**config.mk**
```make
export PLATFORM = sky130hd
export DESIGN_NAME = lrc_parser
export DESIGN_NICKNAME = d
export VERILOG_FILES = /design/src/rtl/core/lrc_pkg.sv /design/src/rtl/core/lrc_parser.sv
export SDC_FILE = /design/constraint.sdc
export NUM_CORES = 1
export LEC_CHECK = 0
export BUFFER_PORTS_ARGS = -buffer_cell sky130_fd_sc_hd__buf_4
export CAP_MARGIN = 20
export CORE_UTILIZATION = 50
export DETAILED_ROUTE_END_ITERATION = 10
export PLACE_DENSITY = 0.7
export SETUP_SLACK_MARGIN = 0.5
export SLEW_MARGIN = 40
export SYNTH_ARGS = -nofsm -noshare
export SYNTH_HDL_FRONTEND = slang
export SYNTH_SLANG_ARGS = --single-unit
```
**constraint.sdc**
```tcl
create_clock -name clk -period 7.7 [get_ports clk]
set_input_delay 0.385 -clock clk [delete_from_list [all_inputs] [get_ports clk]]
set_output_delay 0.385 -clock clk [all_outputs]
set_load 0.01 [all_outputs]
```
**src/rtl/core/lrc_pkg.sv**
```systemverilog
`timescale 1ns / 1ps

package lrc_pkg;

  localparam int          CFG_IDX_W      = 2;
  localparam int          IN_DATA_W      = 8;
  localparam int          OUT_DATA_W     = 176;
  localparam int          QUEUE_DEPTH_DEF = 2;

  localparam logic [31:0] MAGIC_RESET    = 32'h4455_5241;
  localparam logic [31:0] MAX_LEN_RESET  = 32'h0400_0000;
  localparam logic [31:0] CRC_POLY       = 32'hEDB8_8320;
  localparam logic [31:0] ALL_ONES       = 32'hFFFF_FFFF;
  localparam logic [31:0] HDR_BYTES      = 32'd16;
  localparam logic [31:0] SUM_BYTES      = 32'd4;

  // register indexes
  localparam logic [CFG_IDX_W-1:0] REG_MAGIC   = 2'd0;
  localparam logic [CFG_IDX_W-1:0] REG_MAX_LEN = 2'd1;

  // result kinds
  localparam logic [1:0] KIND_PAYLOAD = 2'd0;
  localparam logic [1:0] KIND_GOOD    = 2'd1;
  localparam logic [1:0] KIND_STOP    = 2'd2;
  localparam logic [1:0] KIND_END     = 2'd3;

  // stop reasons
  localparam logic [2:0] STOP_NONE      = 3'd0;
  localparam logic [2:0] STOP_SHORT_HDR = 3'd1;
  localparam logic [2:0] STOP_BAD_MAGIC = 3'd2;
  localparam logic [2:0] STOP_BAD_LEN   = 3'd3;
  localparam logic [2:0] STOP_SHORT_BODY = 3'd4;
  localparam logic [2:0] STOP_CRC       = 3'd5;

  typedef struct packed {
    logic [1:0]  kind;
    logic [7:0]  payload_byte;
    logic [63:0] sequence_no;
    logic [31:0] length;
    logic [2:0]  reason;
    logic [63:0] good_bytes;
  } result_t;

  typedef struct packed {
    logic    vld;
    result_t res;
  } q_push_t;

  typedef struct packed {
    logic                 vld;
    logic [CFG_IDX_W-1:0] idx;
    logic [31:0]          data;
  } cfg_wr_t;

  // reflected crc-32, one byte
  function automatic logic [31:0] crc_byte(input logic [31:0] crc, input logic [7:0] b);
    logic [31:0] c;
    c = crc ^ {24'd0, b};
    for (int k = 0; k < 8; k++) begin
      c = (c >> 1) ^ (CRC_POLY & {32{c[0]}});
    end
    return c;
  endfunction

endpackage

```
**src/rtl/core/lrc_parser.sv**
```systemverilog
`timescale 1ns / 1ps

module lrc_parser (
  input  logic             clk,
  input  logic             rst_n,
  input  lrc_pkg::cfg_wr_t cfg,
  input  logic             in_fire,
  input  logic [7:0]       in_byte,
  input  logic             in_last,
  output lrc_pkg::q_push_t push
);
  import lrc_pkg::*;

  localparam logic [1:0] PH_HEADER  = 2'd0;
  localparam logic [1:0] PH_PAYLOAD = 2'd1;
  localparam logic [1:0] PH_CHECK   = 2'd2;
  localparam logic [1:0] PH_HALT    = 2'd3;

  logic [31:0] magic_cfg_r, max_len_cfg_r;
  logic [1:0]  phase_r, phase_nxt;
  logic [31:0] cnt_r, cnt_nxt;
  logic [31:0] magic_r, magic_nxt;
  logic [31:0] len_r, len_nxt;
  logic [63:0] seq_r, seq_nxt;
  logic [31:0] crc_r, crc_nxt;
  logic [31:0] sum_r, sum_nxt;
  logic [63:0] good_r, good_nxt;
  logic [31:0] crc_upd, cnt_inc, sum_shift;

  assign crc_upd   = crc_byte(crc_r, in_byte);
  assign cnt_inc   = cnt_r + 32'd1;
  assign sum_shift = {sum_r[23:0], in_byte};

  always_comb begin
    phase_nxt = phase_r;
    cnt_nxt   = cnt_r;
    magic_nxt = magic_r;
    len_nxt   = len_r;
    seq_nxt   = seq_r;
    crc_nxt   = crc_r;
    sum_nxt   = sum_r;
    good_nxt  = good_r;
    push      = '0;
    if (in_fire && phase_r != PH_HALT) begin
      if (in_last) begin
        push.vld            = 1'b1;
        push.res.good_bytes = good_r;
        phase_nxt           = PH_HALT;
        if (phase_r == PH_HEADER) begin
          if (cnt_r == 32'd0) begin
            push.res.kind = KIND_END;
          end else begin
            push.res.kind   = KIND_STOP;
            push.res.reason = STOP_SHORT_HDR;
          end
        end else begin
          push.res.kind        = KIND_STOP;
          push.res.reason      = STOP_SHORT_BODY;
          push.res.sequence_no = seq_r;
          push.res.length      = len_r;
        end
      end else begin
        case (phase_r)
          PH_HEADER: begin
            crc_nxt = crc_upd;
            if (cnt_r < 32'd4) begin
              magic_nxt = {magic_r[23:0], in_byte};
            end else if (cnt_r < 32'd8) begin
              len_nxt = {len_r[23:0], in_byte};
            end else begin
              seq_nxt = {seq_r[55:0], in_byte};
            end
            cnt_nxt = cnt_inc;
            // magic and length are complete well before the last header beat
            if (cnt_inc == HDR_BYTES) begin
              cnt_nxt              = '0;
              push.res.sequence_no = seq_nxt;
              push.res.length      = len_r;
              push.res.good_bytes  = good_r;
              push.res.kind        = KIND_STOP;
              if (magic_r != magic_cfg_r) begin
                push.vld        = 1'b1;
                push.res.reason = STOP_BAD_MAGIC;
                phase_nxt       = PH_HALT;
              end else if (len_r > max_len_cfg_r) begin
                push.vld        = 1'b1;
                push.res.reason = STOP_BAD_LEN;
                phase_nxt       = PH_HALT;
              end else begin
                sum_nxt   = '0;
                phase_nxt = (len_r == 32'd0) ? PH_CHECK : PH_PAYLOAD;
              end
            end
          end
          PH_PAYLOAD: begin
            crc_nxt = crc_upd;
            cnt_nxt = cnt_inc;
            if (cnt_inc >= len_r) begin
              cnt_nxt   = '0;
              phase_nxt = PH_CHECK;
            end
            push.vld               = 1'b1;
            push.res.kind          = KIND_PAYLOAD;
            push.res.payload_byte  = in_byte;
            push.res.sequence_no   = seq_r;
            push.res.length        = len_r;
          end
          PH_CHECK: begin
            sum_nxt = sum_shift;
            cnt_nxt = cnt_inc;
            if (cnt_inc == SUM_BYTES) begin
              cnt_nxt              = '0;
              push.vld             = 1'b1;
              push.res.sequence_no = seq_r;
              push.res.length      = len_r;
              if (sum_shift != ~crc_r) begin
                push.res.kind       = KIND_STOP;
                push.res.reason     = STOP_CRC;
                push.res.good_bytes = good_r;
                phase_nxt           = PH_HALT;
              end else begin
                push.res.kind = KIND_GOOD;
                good_nxt      = good_r + {32'd0, len_r} + {32'd0, HDR_BYTES + SUM_BYTES};
                crc_nxt       = ALL_ONES;
                phase_nxt     = PH_HEADER;
              end
            end
          end
          default: begin
            phase_nxt = PH_HALT;
          end
        endcase
      end
    end
  end

  always_ff @(posedge clk) begin
    if (!rst_n) begin
      magic_cfg_r   <= MAGIC_RESET;
      max_len_cfg_r <= MAX_LEN_RESET;
      phase_r       <= PH_HEADER;
      cnt_r         <= '0;
      magic_r       <= '0;
      len_r         <= '0;
      seq_r         <= '0;
      crc_r         <= ALL_ONES;
      sum_r         <= '0;
      good_r        <= '0;
    end else begin
      if (cfg.vld && cfg.idx == REG_MAGIC) begin
        magic_cfg_r <= cfg.data;
      end
      if (cfg.vld && cfg.idx == REG_MAX_LEN) begin
        max_len_cfg_r <= cfg.data;
      end
      phase_r <= phase_nxt;
      cnt_r   <= cnt_nxt;
      magic_r <= magic_nxt;
      len_r   <= len_nxt;
      seq_r   <= seq_nxt;
      crc_r   <= crc_nxt;
      sum_r   <= sum_nxt;
      good_r  <= good_nxt;
    end
  end

  a_halt_silent: assert property (@(posedge clk) disable iff (!rst_n)
    phase_r == PH_HALT |-> !push.vld)
    else $error("result produced after stop");

  a_push_needs_beat: assert property (@(posedge clk) disable iff (!rst_n)
    push.vld |-> in_fire)
    else $error("result without an input beat");

  a_hdr_count: assert property (@(posedge clk) disable iff (!rst_n)
    phase_r == PH_HEADER |-> cnt_r < HDR_BYTES)
    else $error("header byte count out of range");

  a_halt_sticky: assert property (@(posedge clk) disable iff (!rst_n)
    phase_r == PH_HALT |=> phase_r == PH_HALT)
    else $error("left halted phase without reset");

endmodule

```
== Yosys cells after proc, flatten, opt, wreduce, memory -nomap -nowiden ==
Index checks and enable logic that the tools add are counted.
Storage, ports and cells
  register bits: 346
  output and inout bits: 174
  word-level logic and storage cells: 110
  input bits: 47
Operators by class
  equal/unequal tests: 16
  reductions and logical operators: 19
  bitwise logic cells: 13
  $lt $le $gt $ge: 4
  add/subtract/negate cells: 3
  mux-type cells: 45
Operators by type and width (number)
  163-bit 2-to-1 mux: 3
  96-bit one-hot mux with 3 select lines: 1
  31-bit by 32-bit bitwise XOR with 32-bit output: 8
  174-bit 2-to-1 mux: 1
  32-bit 2-to-1 mux: 5
  67-bit one-hot mux with 2 select lines: 1
  64-bit 2-to-1 mux: 2
  96-bit 2-to-1 mux: 1
  32-bit one-hot mux with 3 select lines: 1
  24-bit 2-to-1 mux: 3
  67-bit 2-to-1 mux: 1
  64-bit by 32-bit adder with 64-bit output: 1
  64-bit by 5-bit adder with 64-bit output (second input constant): 1
  32-bit zero test: 2
  32-bit != test: 2
  32-bit one-hot mux with 2 select lines: 1
  24-bit one-hot mux with 2 select lines: 1
  32-bit by 1-bit adder with 32-bit output (second input constant): 1
  32-bit by 3-bit equality test with 1-bit output (second input constant): 1
  32-bit by 5-bit equality test with 1-bit output (second input constant): 1
  32-bit >= comparator: 1
  32-bit greater-than comparator: 1
  32-bit by 3-bit < comparator with 1-bit output (second input constant): 1
  32-bit by 4-bit < comparator with 1-bit output (second input constant): 1
  other kinds (24): 58

== Logic depth before layout (Yosys ltp) ==
Gate-level depths: netlist (run 1).
  depth in word-level cells: 10
  gate-level depth with buffers: 19
  depth with buffers taken out: 16

== Least setup slack after synthesis (run 1) ==
OpenSTA, ideal clock, no wires.
  path kind: register to register
  start point: reg cnt_r[11]
  end point: reg cnt_r[24]
  path buffers: 3
  cell stages (with the launch flop): 18
  slack: 3.321 ns
  clock period less this slack: 4.379 ns
  required time: 7.569 ns
  setup time: 0.131 ns
  data arrival time: 4.248 ns
  cell sequence: dfxtp_1 -> buf_4 -> nand4_2 -> or3_1 -> clkbuf_1 -> nor3_1 -> nand4_1 -> xnor2_1 -> inv_1 -> ha_1 -> nand4_1 -> nor3_1 -> or4b_2 -> o211ai_1 -> o21ai_0 -> o2111ai_1 -> clkbuf_1 -> o31ai_1
On the way
  cells in the longest elaborated chain, start to end: 4
  elaborated cells on any way between the ends: 8
  classes of those cells: 1 x add/sub; 1 x order compare; 2 x eq/ne; 4 x mux
Ends and longest elaborated chain
  from (decl): line lrc_parser.sv:21  | logic [31:0] cnt_r, cnt_nxt;
  from (signal assigned): line lrc_parser.sv:157  | cnt_r <= cnt_nxt;
  32-bit by 1-bit adder with 32-bit output (*): line lrc_parser.sv:31  | assign cnt_inc = cnt_r + 32'd1;
  32-bit >= comparator, or another cell as far along: line lrc_parser.sv:98  | if (cnt_inc >= len_r) begin
  32-bit 2-to-1 mux, on equally long branches: line lrc_parser.sv:98, lrc_parser.sv:75, lrc_parser.sv:111
  32-bit one-hot mux with 3 select lines (*): line lrc_parser.sv:63  | case (phase_r)
Every way passes the cells marked *; elsewhere a longest branch is shown, timed or not.
A chain may end at the register's enable or synchronous reset.

== Worst setup path in the final report (run 1) ==
  start point: reg cnt_r[4]
  end point: reg cnt_r[30]
Same word-level chain as after synthesis.

==> summary.md, run 1 <==
| Metric | Value |
|---|---|
| Congestion Overflow GR | `0` |
| Ports | `221` |
| Htree depth | `2` |
| Final count of hold timing violations | `0` |
| Outcome | `complete, but fails checks` |
| Startpoint types | `register` |
| Share of layout cells above drive strength 1 | `0.137` |
| Critical path peak fanout | `30` |
| Initial Util | `0.509` |
| Critical R2R Capture | `cnt_r[30]$_SDFFE_PN0P_` |
| Sw Share | `0.278` |
| Iter 0 DRT Violations | `1858` |
| Yosys reg bits | `346` |
| # resized after CTS | `0` |
| Core Footprint | `41100 µm²` |
| Fill cell total of the finished layout | `3764` |
| Synth cell types | `85` |
| Part of the Yosys area used for sequential elements | `0.331` |
| Synth Instances | `2692` |
| Commonest cells post-synth | `nand2_1, dfxtp_1, a21oi_1` |
| Most frequent cell after synthesis | `nand2_1` |
| Sequential share of power | `0.417` |
| P_sw | `1.26 mW` |
| Pint | `3.27 mW` |
| First-pass GRT wire length | `103000 µm` |
| Pwr Density | `187 nW/µm²` |
| Combinational share of power | `0.147` |
| Post-synth EDFFs | `0` |
| Number of CTS-inserted buffers | `40` |
| Post-CTS Setup Bufs | `0` |
| Reg2Reg Depth | `16` |
| Worst Hold Class | `primary input to register` |
| Worst Setup End Kind | `register` |
| Post-synthesis async set-or-reset flop share | `0` |
| Multi-input logic area | `13000 µm²` |
| Root Driver | `clkbuf_16` |
| Final setup vio count | `0` |
| Cell taking the most area after synthesis | `dfxtp_1` |
| Leakage | `9.83 nW` |
| GRT Resource Usage Total | `0.308` |
| Min-delay src | `cfg[12]` |
| Final net count | `2985` |
| Vias | `20.0k` |
| Drt pass-1 iters | `9` |
| Warnings from Yosys | `0` |
| Max frequency | `177 MHz` |
| CTS tree | `done` |
| Setup ws final | `2.04 ns` |
| Register area | `6930 µm²` |
| Power share of the clock group | `0.437` |
| Final wirelength | `67400 µm` |
| CTS sink cnt | `346` |
| Total die area | `42700 µm²` |
| Post-synth top area share | `0.331` |
| Row count | `74` |
| Layout area overhead | `15.7%` |
| Largest cells by area after synthesis | `dfxtp_1, nand2_1, ha_1` |
| IR drop worst, VDD | `0.000148 V` |
| Setup CP Type | `register to register` |
| RSZ-0062 raised after global routing | `no` |
| Max cap viols | `0` |
| Die height | `207 µm` |
| CTS Hold Buffers Added | `0` |
| Worst hold endpoint | `magic_cfg_r[12]$_SDFFE_PN1P_` |
| Post-route clock period utilization | `0.735` |
| Clock-pin slew on the worst setup and hold paths | `0.06 ns` |
| Longest Clk Path Bufs | `3` |
| Crit path DAT | `6.08 ns` |
| Ys flop type | `dfxtp_1` |
| Setup TNS | `0 ns` |
| Slew HR | `0.409` |
| Die width | `207 µm` |
| Pins over their slew limit | `0` |
| Worst slew pin tran | `0.886 ns` |
| Post-Syn Nets | `2877` |
| Flop2flop setup slack | `2.04 ns` |
| Via density | `5.95` |
| DRC Markers | `7` |
| Largest net degree at the start of global routing | `93` |
| Worst flop-to-flop path startpoint | `cnt_r[4]$_SDFFE_PN0P_` |
| Initial antenna violation count | `0` |
| Final ANT Viol Nets | `0` |
| Failing checks | `design-rule violations` |
| Drt wl/cell | `20.0 µm` |
| Clock Skew | `0.0233 ns` |
| Antenna fix cells | `0` |
| Critical path required time | `8.12 ns` |
| Syn_area_per_cell | `7.78 µm²` |
| Port buffer count | `220` |
| Final GP Congestion | `0.986` |
| Netlist Area Pre-Place | `20900 µm²` |
| Depth of the worst hold-timing path | `3` |
| Vias in the first global route | `18.1k` |
| Pre-CTS setup slack | `2.15 ns` |
| DP Wirelength | `47400 µm` |
| Min Tclk post-route | `5.66 ns` |
| Clock latency on the worst-skew pair | `0.57 ns` |
## sequential cells by signal, summed over array words and instances (netlist names)
register / count
magic_cfg_r: 32
crc_r: 32
sum_r: 24
magic_r: 32
seq_r: 64
cnt_r: 32
phase_r: 2
good_r: 64
max_len_cfg_r: 32
len_r: 32
## worst max path at each step
| stage | from | to | slack [ns] | cells past startpoint |
|---|---|---|---|---|
| finish | cnt_r[4]$_SDFFE_PN0P_ | cnt_r[30]$_SDFFE_PN0P_ | 2.04 | 16 |
| global route | cnt_r[4]$_SDFFE_PN0P_ | cnt_r[28]$_SDFFE_PN0P_ | 1.67 | 15 |
| CTS | cnt_r[4]$_SDFFE_PN0P_ | cnt_r[22]$_SDFFE_PN0P_ | 2.08 | 16 |
| detailed placement | cnt_r[4]$_SDFFE_PN0P_ | cnt_r[22]$_SDFFE_PN0P_ | 2.15 | 15 |
| global placement | cnt_r[4]$_SDFFE_PN0P_ | cnt_r[11]$_SDFFE_PN0P_ | 2.45 | 16 |
| floorplan | cnt_r[11]$_SDFFE_PN0P_ | cnt_r[24]$_SDFFE_PN0P_ | 3.32 | 17 |
## metrics by stage
step	util	instance area (µm²)	power, mW	hold WS [ns]	cells
floorplan	-	20900	2.39	0.436	2692
global placement	0.553	22700	2.55	0.442	3284
detailed placement	0.556	22800	2.57	0.448	3289
CTS	0.589	24200	4.54	0.0478	3362
global route	0.589	24200	4.69	0.0506	3363
finish	0.589	24200	4.53	0.0611	3363
## per-layer routing
layer | vias to the layer above | wire, µm | track usage
li1 | 9576 | - | -
met1 | 9529 | 28800 | 0.413
met2 | 745 | 31100 | 0.488
met3 | 152 | 5050 | 0.0565
met4 | 0 | 2390 | 0.117
met5 | - | 0 | 0
## logic make-up (layout without fill, tap and decap cells)
kind of cell,after synthesis,count (layout),synth area share
multiplexers,32,32,0.0153
flip-flops,346,346,0.331
AND/OR/NAND/NOR,1111,1111,0.258
adder cells (fa/ha/maj),138,138,0.0828
XOR/XNOR,181,181,0.0757
AO/OA/AOI/OAI,601,601,0.182
buffers and inverters,283,422,0.0553
## cells in the final DEF, fill, tap and decap left out, drive strengths merged, types with 24 or more instances in the layout
master,instances
nand3,54
inv,104
nand2b,37
buf,247
dfxtp,346
nor2,82
a21oi,294
mux2i,32
nor4,36
and3,38
nand4,50
nand2,560
o21ai,94
clkbuf,60
a32o,24
nor3,59
xor2,75
xnor2,106
a22o,65
ha,137
and2,105
## critical path: stages (launching register included)
cell	delay [ns]
dfxtp_1	0.57
nand4_2	0.33
nor3_2	0.62
and3_1	0.43
nand2_1	0.16
nor2_1	0.15
xnor2_1	0.15
inv_1	0.06
ha_1	0.29
nand4_1	0.14
nor3_1	0.25
or4b_2	0.60
o211ai_1	0.54
o21ai_0	0.42
o2111ai_2	0.27
buf_4	0.35
o21ai_0	0.14
## area by class of cell
| cell class | instances | share of cell area |
|---|---|---|
| clock buffer | 60 | 0.0503 |
| clock inverter | 13 | 0.00604 |
| inverter | 102 | 0.0160 |
| multi-input combinational | 2063 | 0.536 |
| sequential | 346 | 0.286 |
| tap | 532 | 0.0275 |
| timing repair buffer | 247 | 0.0783 |
## power groups by stage
stage,logic [mW],registers [mW],clock network [mW]
after floorplan,0.480,1.91,0
after global placement,0.630,1.92,0
after detailed placement,0.647,1.93,0
after CTS,0.655,1.89,2.00
after global routing,0.723,1.89,2.08
final,0.665,1.89,1.98
(Power assumes the default switching activity.)
==> run 2: changes to the inputs <==
- clock period: 7.7 -> 5.9 ns (I/O delays scaled with it)
==> run 2 against run 1 <==
Sequential power increased by 30%; register-to-register slack got worse by 1.1 ns; worst setup slack lost 1.4 ns; largest power group is now sequential cells; global-route usage is 0.70 points higher; combinational power is 32% higher; the flow still finishes with violations (design-rule violations); routed wire length is 1.1% higher; count of clock-buffer cells in the layout is 2 lower.
==> summary.md, run 2 (same netlist as run 1, synthesis figures left out) <==
| Metric | Value |
|---|---|
| Most common cell type on the critical path | `buf_4 (was o21ai_0)` |
| Sw Share | `0.273 (was 0.278)` |
| CTS sink cnt | `346 (unchanged)` |
| Htree depth | `2 (unchanged)` |
| Crit path cell chain | `ha_1 > nand4_2 > nor4_4 > nand4_1 > xor2_1 > o211ai_1 > buf_4 > nor2_4 > nand3_2 > or4_1 > a211oi_1 > buf_4 (was nand4_2 > nor3_2 > and3_1 > nand2_1 > nor2_1 > xnor2_1 > inv_1 > ha_1 > nand4_1 > nor3_1 > or4b_2 > o211ai_1 > o21ai_0 > o2111ai_2 > buf_4 > o21ai_0)` |
| Final wirelength | `68200 µm (was 67400 µm)` |
| Crit path DAT | `4.92 ns (was 6.08 ns)` |
| Drt wl/cell | `20.1 µm (was 20.0 µm)` |
| Max cap viols | `0 (unchanged)` |
| Register area | `6930 µm² (unchanged)` |
| GRT Resource Usage Total | `0.315 (was 0.308)` |
| Slew HR | `0.431 (was 0.409)` |
| Die width | `207 µm (unchanged)` |
| Critical path's slowest cell | `or4_1 (was nor3_2)` |
| Via density | `5.93 (was 5.95)` |
| Final count of hold timing violations | `0 (unchanged)` |
| Hold WS | `0.0212 ns (was 0.0611 ns)` |
| First-pass GRT wire length | `105000 µm (was 103000 µm)` |
| Leakage | `9.91 nW (was 9.83 nW)` |
| Worst path max stage delay | `0.66 ns (was 0.62 ns)` |
| P_sw | `1.58 mW (was 1.26 mW)` |
| Final setup vio count | `0 (unchanged)` |
| Share of layout cells above drive strength 1 | `0.137 (about the same)` |
| Die height | `207 µm (unchanged)` |
| Top Registers | `good_r (64), seq_r (64) (unchanged)` |
| DRC Markers | `7 (unchanged)` |
| Pins over their slew limit | `0 (unchanged)` |
| Number of CTS-inserted buffers | `39 (was 40)` |
| Critical path required time | `5.61 ns (was 8.12 ns)` |
| Failing checks | `design-rule violations (unchanged)` |
| DP Wirelength | `47600 µm (was 47400 µm)` |
| Port buffer count | `220 (unchanged)` |
| Iter 0 DRT Violations | `1715 (was 1858)` |
| Flop2flop setup slack | `0.93 ns (was 2.04 ns)` |
| Post-route clock period utilization | `0.883` |
| Layout area overhead | `16.2% (was 15.7%)` |
| Min Tclk post-route | `5.21 ns` |
| IR drop worst, VDD | `0.000261 V (was 0.000148 V)` |
| Sequential share of power | `0.425 (was 0.417)` |
| Final GP Congestion | `0.968 (was 0.986)` |
| Worst slew pin tran | `0.850 ns (was 0.886 ns)` |
| Multi-input logic area | `13000 µm² (about the same)` |
| Final net count | `3012 (was 2985)` |
| Pint | `4.21 mW (was 3.27 mW)` |
| Longest Clk Path Bufs | `3 (unchanged)` |
| Tot Pwr | `5.80 mW (was 4.53 mW)` |
| Final ANT Viol Nets | `0 (unchanged)` |
| Most frequent cells in the layout | `nand2_1, dfxtp_1, a21oi_1 (unchanged)` |
| Core Footprint | `41100 µm² (unchanged)` |
| Max frequency | `192 MHz` |
| Antenna fix cells | `0 (unchanged)` |
| Root Driver | `clkbuf_16 (unchanged)` |
| Vias in the first global route | `18.8k (was 18.1k)` |
| Pwr Density | `238 nW/µm² (was 187 nW/µm²)` |
| Critical path peak fanout | `9 (was 30)` |
| Commonest non-fill, non-tap cell in the layout | `nand2_1 (unchanged)` |
| Power share of the clock group | `0.424 (was 0.437)` |
| Worst Hold Class | `primary input to register (unchanged)` |
| Combinational share of power | `0.151 (was 0.147)` |
| Congestion Overflow GR | `0 (unchanged)` |
| Initial antenna violation count | `0 (unchanged)` |
| Layout Utilization | `0.592 (was 0.589)` |
| Drt pass-1 iters | `9 (unchanged)` |
| Vias | `20.1k (was 20.0k)` |
| Setup TNS | `0 ns (unchanged)` |
| Clock latency on the worst-skew pair | `0.56 ns (was 0.57 ns)` |
| Fill cell total of the finished layout | `3777 (was 3764)` |
| Clock Skew | `0.0200 ns (was 0.0233 ns)` |
| Startpoint types | `register (unchanged)` |
| Setup CP Type | `register to output pin (was register to register)` |
| Largest net degree at the start of global routing | `113 (was 93)` |
| Initial Util | `0.509 (unchanged)` |
| Ports | `221 (unchanged)` |
| Clock-pin slew on the worst setup and hold paths | `0.06 ns (about the same)` |
| CTS tree | `done (unchanged)` |
| Outcome | `complete, but fails checks (unchanged)` |
| Row count | `74 (unchanged)` |
| RSZ-0062 raised after global routing | `no (unchanged)` |
| Total die area | `42700 µm² (unchanged)` |
| Worst Setup End Kind | `output pin (was register)` |
run 2: changes by cell type in the layout (fill, tap and decap cells not counted), sizes merged:
cell         previous run  this run
clkinv                  4         5
inv                   104       103
a21oi                 294       295
dlygate4sd3             0        15
clkinvlp                5         0
clkbuf                 60        58
buf                   247       259
bufinv                  2         4
run 2: worst paths after layout:
check	start	to	depth (start not counted)
min reg2reg	max_len_cfg_r[19]$_SDFFE_PN0P_	max_len_cfg_r[19]$_SDFFE_PN0P_	2
max reg2reg	cnt_r[8]$_SDFFE_PN0P_	cnt_r[22]$_SDFFE_PN0P_	16
min	cfg[18]	magic_cfg_r[18]$_SDFFE_PN1P_	3
max	cnt_r[0]$_SDFFE_PN0P_	push[64]	12
run 2: final cells by class:
class / instances / share of cell area
clock buffers: 58 / 0.0451
well taps: 532 / 0.0273
inverters: 102 / 0.0160
flip-flops and latches: 346 / 0.284
repair buffers: 274 / 0.0868
clock inverters: 10 / 0.00632
multi-input cells: 2064 / 0.534
run 2: routing by layer:
metal / GRT usage / routed length (µm) / vias to the layer above
li1: - / - / 9610
met1: 0.426 / 29800 / 9586
met2: 0.495 / 31000 / 708
met3: 0.0416 / 4250 / 180
met4: 0.147 / 3090 / 0
met5: 0 / 0 / -
run 2: timing repair:
action,in CTS,in global routing
pin swaps,1,3
resized for setup,3,7
endpoints found under the setup margin,114,177
hold buffers,15,0
endpoints found under the hold margin,18,0
setup buffers,0,5
cloned,1,0
run 2: through the flow:
stage / setup slack, ns / instances / instance area (µm²)
2_1_floorplan: 1.52 / 2692 / 20900
3_3_place_gp: 0.684 / 3295 / 22800
3_5_place_dp: 0.576 / 3297 / 22900
4_1_cts: 0.525 / 3381 / 24300
5_1_grt: 0.496 / 3386 / 24300
6_report: 0.688 / 3386 / 24300
run 2: power by group through the flow:
stage	combinational, mW	sequential [mW]	clock [mW]
2_1_floorplan	0.626	2.50	0
3_3_place_gp	0.831	2.51	0
3_5_place_dp	0.843	2.51	0
4_1_cts	0.861	2.46	2.48
5_1_grt	0.958	2.47	2.58
6_report	0.875	2.46	2.46
run 2: worst max-delay path: cells and delay by family, from the launching register on:
family | cells | cell delay (ns)
buffers and inverters | 2 | 0.44
AOI/OAI and AO/OA | 2 | 0.64
DFF | 1 | 0.49
adders and majority gates | 1 | 0.37
xor gates and xnor gates | 1 | 0.33
and+or+nand+nor | 6 | 2.10
